File: src/rrfc_skid.sv
`default_nettype none

module rrfc_skid #(
  parameter int WIDTH = 8
) (
  input  wire logic             clk,
  input  wire logic             rst,
  input  wire logic             in_valid,
  output logic                  in_ready,
  input  wire logic [WIDTH-1:0] in_data,
  output logic                  out_valid,
  input  wire logic             out_ready,
  output logic [WIDTH-1:0]      out_data
);

  logic             sk_valid;
  logic [WIDTH-1:0] sk_data;
  logic             push;

  assign in_ready = !sk_valid;
  assign push     = in_valid && in_ready;

  always_ff @(posedge clk) begin
    if (rst) begin
      out_valid <= 1'b0;
      sk_valid  <= 1'b0;
    end else if (out_ready || !out_valid) begin
      if (sk_valid) begin
        out_valid <= 1'b1;
        sk_valid  <= 1'b0;
      end else begin
        out_valid <= push;
      end
    end else if (push) begin
      sk_valid <= 1'b1;
    end
  end

  always_ff @(posedge clk) begin
    if (out_ready || !out_valid) begin
      if (sk_valid) begin
        out_data <= sk_data;
      end else if (push) begin
        out_data <= in_data;
      end
    end else if (push) begin
      sk_data <= in_data;
    end
  end

endmodule

`default_nettype wire
File: config.mk
export PLATFORM = sky130hd
export DESIGN_NAME = rrfc_skid
export DESIGN_NICKNAME = d
export VERILOG_FILES = /design/src/rrfc_skid.sv
export SDC_FILE = /design/constraint.sdc
export NUM_CORES = 1
export LEC_CHECK = 0
export BUFFER_PORTS_ARGS = -buffer_cell sky130_fd_sc_hd__buf_2
export CORE_MARGIN = 10
export CORE_UTILIZATION = 40
export CTS_BUF_LIST = sky130_fd_sc_hd__clkbuf_2
export DETAILED_ROUTE_END_ITERATION = 6
export PLACE_DENSITY = 0.68
export SETUP_SLACK_MARGIN = 0.2
export SLEW_MARGIN = 20
export SYNTH_ARGS = -nofsm -noshare
export SYNTH_HDL_FRONTEND = slang
export SYNTH_SLANG_ARGS = --single-unit
File: constraint.sdc
create_clock -name clk -period 1.7 [get_ports clk]
set_clock_uncertainty 0.2 [all_clocks]
set_input_delay 0.17 -clock clk [delete_from_list [all_inputs] [get_ports clk]]
set_output_delay 0.17 -clock clk [all_outputs]
set_load 0.02 [all_outputs]
# ---- Word-level counts from Yosys, hierarchy flattened
# Cells that the tools add are included.
# Widths: inputs -> output; s select.
dict set report word_totals {
  mem_bits_rw 0
  wordCells 16
  mem_count 0
  latch_bits 0
  romBits 0
  regBits 18
  in_bits 12
  output_inout_bits 10
}
dict set report classes {
  n_addsub 0
  n_shift 0
  n_div 0
  magnitude_cmp 0
  n_eq_ne 0
  bitwise_logic 1
  muxes 3
  multipliers 0
  reduce_logical 8
}
# cell count
set ops {}
lappend ops {{$mux 8} 2}
lappend ops {{$reduce_and 2->1} 2}
lappend ops {{$logic_not 1->1} 2}
lappend ops {{$reduce_bool 2->1} 1}
lappend ops {{$reduce_or 2->1} 1}
lappend ops {{$logic_and 1x1->1} 1}
lappend ops {{$logic_or 1x1->1} 1}
lappend ops {{$mux 1} 1}
lappend ops {{$not 1->1} 1}

# ---- Longest topological paths before layout
dict set report logic_depth {
  ltp_word 4
  depth_mapped 3
  mapped_depth_nobuf 2
}

# ---- Worst setup path after synthesis
# OpenSTA, ideal clock, no wires.
dict set report synth_timing {
  path_kind {flip-flop to flip-flop}
  startpoint {register out_valid}
  endpoint {register sk_data[0] (enable)}
  stages_incl_launch_ff 3
  t_required_ns 1.115
  setup_time_ns 0.385
  period_less_slack_ns 1.848
  slack_ns -0.148
  arrival_ns 1.262
  path_buffers 0
  cell_sequence {dfxtp_1 -> nand2b_1 -> nor3b_1}
}
dict set report synth_via {
  elab_chain_len 4
}
# item line
set synth_lines {}
lappend synth_lines {{start, declared} 11} ;# output logic out_valid,
lappend synth_lines {{start signal, assigned} 32} ;# out_valid <= push;
lappend synth_lines {{$logic_not 1->1} 40} ;# if (out_ready || !out_valid) begin
lappend synth_lines {{$logic_or 1x1->1} 40}
lappend synth_lines {{$not 1->1 (no line)} --}
lappend synth_lines {{$reduce_and 2->1 (no line)} --}
lappend synth_lines {{end signal, assigned} 47} ;# sk_data <= in_data;
lappend synth_lines {{end, declared} 17} ;# logic [WIDTH-1:0] sk_data;
# Every way passes these cells.
# A chain may end at the register's enable or synchronous reset.

# ---- Worst setup path in the final report
dict set report layout_timing {
  startpoint {register sk_valid}
  endpoint {output in_ready}
}
dict set report layout_via {
  elab_chain_len 1
}
# item line
set layout_lines {}
lappend layout_lines {{start, declared} 16} ;# logic sk_valid;
lappend layout_lines {{start signal, assigned} 26} ;# sk_valid <= 1'b0;
lappend layout_lines {{start signal, assigned} 30} ;# sk_valid <= 1'b0;
lappend layout_lines {{start signal, assigned} 35} ;# sk_valid <= 1'b1;
lappend layout_lines {{$logic_not 1->1} 20} ;# assign in_ready = !sk_valid;
lappend layout_lines {{end, declared} 9} ;# output logic in_ready,
# Every way passes these cells.

==> results.md <==
* Crit-path cells: buf_4 -> inv_1 -> buf_2
* IO Port Bufs at 21
* Type of origin of the critical path: register
* Site Rows at 14
* Largest stage delay on the critical path at 0.42 ns
* Clk slew on worst S/H paths at 0.15 ns
* Core area at 1559 um2
* Worst setup EP type: primary output
* Worst-Skew Late Latency at 0.29 ns
* Syn_nets at 46
* Top cells by instance count after synthesis: edfxtp_1 (16), mux2_4 (6), dfxtp_1 (2), mux2_2 (2)
* PD cells at 824.7 nW/um2
* Largest area contributor in the netlist: edfxtp_1
* Total grt overflow at 0
* Tcrit/Tclk final at 84.17%
* Total power at 0.7915 mW
* TritonCTS Buffers at 3
* Initial core utilization at 43.82%
* Critical path's slowest cell: dfxtp_2
* Crit-path max FO at 5
* Synth top area cells: edfxtp_1 (70%), mux2_4 (13%), dfxtp_1 (5.9%)
* Largest net degree at the start of global routing at 11
* Post-synth EDFFs at 16
* Clk sinks at 18
* Yosys warning count at 0
* Reg2Reg Setup Slack at 0.36 ns
* Syn avg cell area at 20.09 um2
* Ant. Diodes at 0
* Synth Cell Area at 683.2 um2
* First-pass GRT wire length at 1869 um
* Routed length per instance at 14.23 um
* Total wire length at 1252 um
* Gr usage total at 6.946%
* Cell count after synthesis at 34
* Crit Reg-Reg Startpoint: sk_valid
* Residual DRC at 0
* Fin nets at 85
* CTS tree: built
* Peak VDD IR at 616.8 uV
* Hold path startpoint: out_ready
* Top_reg_cell synth: edfxtp_1
* Count leader, synth: edfxtp_1
* Vias per std cell at 4.534
* Hold WC Path Type: in -> reg
* Worst-Margin Slew at 0.2182 ns
* Slew HR at 85.45%
* Minimum clock period at 1.431 ns
* Worst Path Arrival at 1.06 ns
* Register area share after synthesis at 76.19%
* Routability cong. at 0.6508
* Layout cells sized above 1 at 54.17%
* Max Clk Rate at 698.8 MHz
* RSZ-0062 raised after global routing: false
* MaxCap Viol Count at 0
* DR iter-0 viols at 11
* # IOs at 22
* Die Y at 61.33 um
* #FFs+latches synth at 18
* Bufs on Longest Clock Path at 2
* Async SR Flop Fraction at 0%
* Clock root cell: clkbuf_2
* H-Tree Level Count at 1
* Endpoints failing hold at 0
* Status: finished, final reports clean
* Final ANT Viol Nets at 0
* Synth unique cells at 12
* Initial antenna violation count at 0
* DRT Pass-1 Iters at 5
* Crit path required time at 1.33 ns
* Number of global-route vias before repair at 404
* Max-slew violation count at 0
* Synth top area share at 70.33%
* Setup Viol. Count Final at 0
* Leakage at 0.3880 nW
* DIE AREA at 3761 um2
* Crit Path Category: reg -> out
* Sum Neg Setup Slack at 0 ns
* Critical path launch point: sk_valid
* Area Growth Syn to Fin at 40.48%
* Routed vias at 399
* Die Wd at 61.33 um
per-stage QoR:
stage               cell area [um2]  worst slack, ns  hold WS [ns]  std cells  utilization, %
global placement              823.3           0.2471        0.1476         72           52.81
finish                        959.7           0.2691       0.05546         88           61.56
CTS                           943.4           0.2319       0.04649         86           60.51
detailed placement            823.3           0.2081        0.1440         72           52.81
floorplan                     694.4           0.2064       0.03907         34               -
global route                  959.7           0.2068       0.08673         88           61.56
kinds of logic (layout without fill, tap and decap cells):
| kind of cell | count (synthesis) | count (layout) | share of synthesized area [%] |
|---|---|---|---|
| simple gates | 4 | 4 | 3.296 |
| compound gates | 2 | 2 | 1.831 |
| buf+inv | 2 | 40 | 2.197 |
| flops | 18 | 18 | 76.19 |
| mux | 8 | 8 | 16.48 |
where the power goes:
| part | internal [mW] | switching (mW) | total [mW] | leakage (nW) |
|---|---|---|---|---|
| sequential | 0.504 | 0.00465 | 0.509 | 0.167 |
| combinational | 0.0556 | 0.0502 | 0.106 | 0.207 |
| clock | 0.0511 | 0.126 | 0.177 | 0.0140 |
repair_timing:
item                       in CTS  in global routing
setup buffers                   0                  2
pin swaps                       0                  1
resized for setup               1                  1
gates cloned                    0                  0
hold buffers                   10                  0
hold endpoints to repair       18                  0
setup endpoints to repair       1                 11
layout by cell type (no fill, tap or decap), types with 2 or more instances in the layout:
cell type / count
mux2_4: 6
buf_4: 4
mux2_2: 2
clkbuf_2: 3
buf_2: 21
edfxtp_1: 16
dlygate4sd3_1: 10
metal layers:
metal	vias to the layer above	track usage (%)	wire, um
met2	17	11.24	612
met5	-	0	0
li1	203	-	-
met4	0	3.909	0
met3	0	3.086	113
met1	179	7.421	525
worst paths after layout:
| check | cells past startpoint | to |
|---|---|---|
| setup / recovery | 3 | in_ready |
| hold / removal | 3 | sk_valid |
| setup reg to reg | 2 | out_data[4] |
| hold reg to reg | 1 | out_data[4] |
registers in the layout (all words and copies together) (netlist names):
register,count
out_valid,1
out_data,8
sk_data,8
sk_valid,1
layout make-up:
type                    count  area [um2]
fillers                   116       599.3
flip-flops and latches     18       521.8
repair buffers             35       235.2
multi-input cells          14       160.2
well taps                  16       20.02
clock buffers               3       15.01
clock inverters             1       3.754
inverters                   1       3.754
worst max-delay path: cells and delay by family (launching register included):
family	cells	cell delay, ns
buf+inv	3	0.36
flops	1	0.42
(Power assumes the default switching activity.)
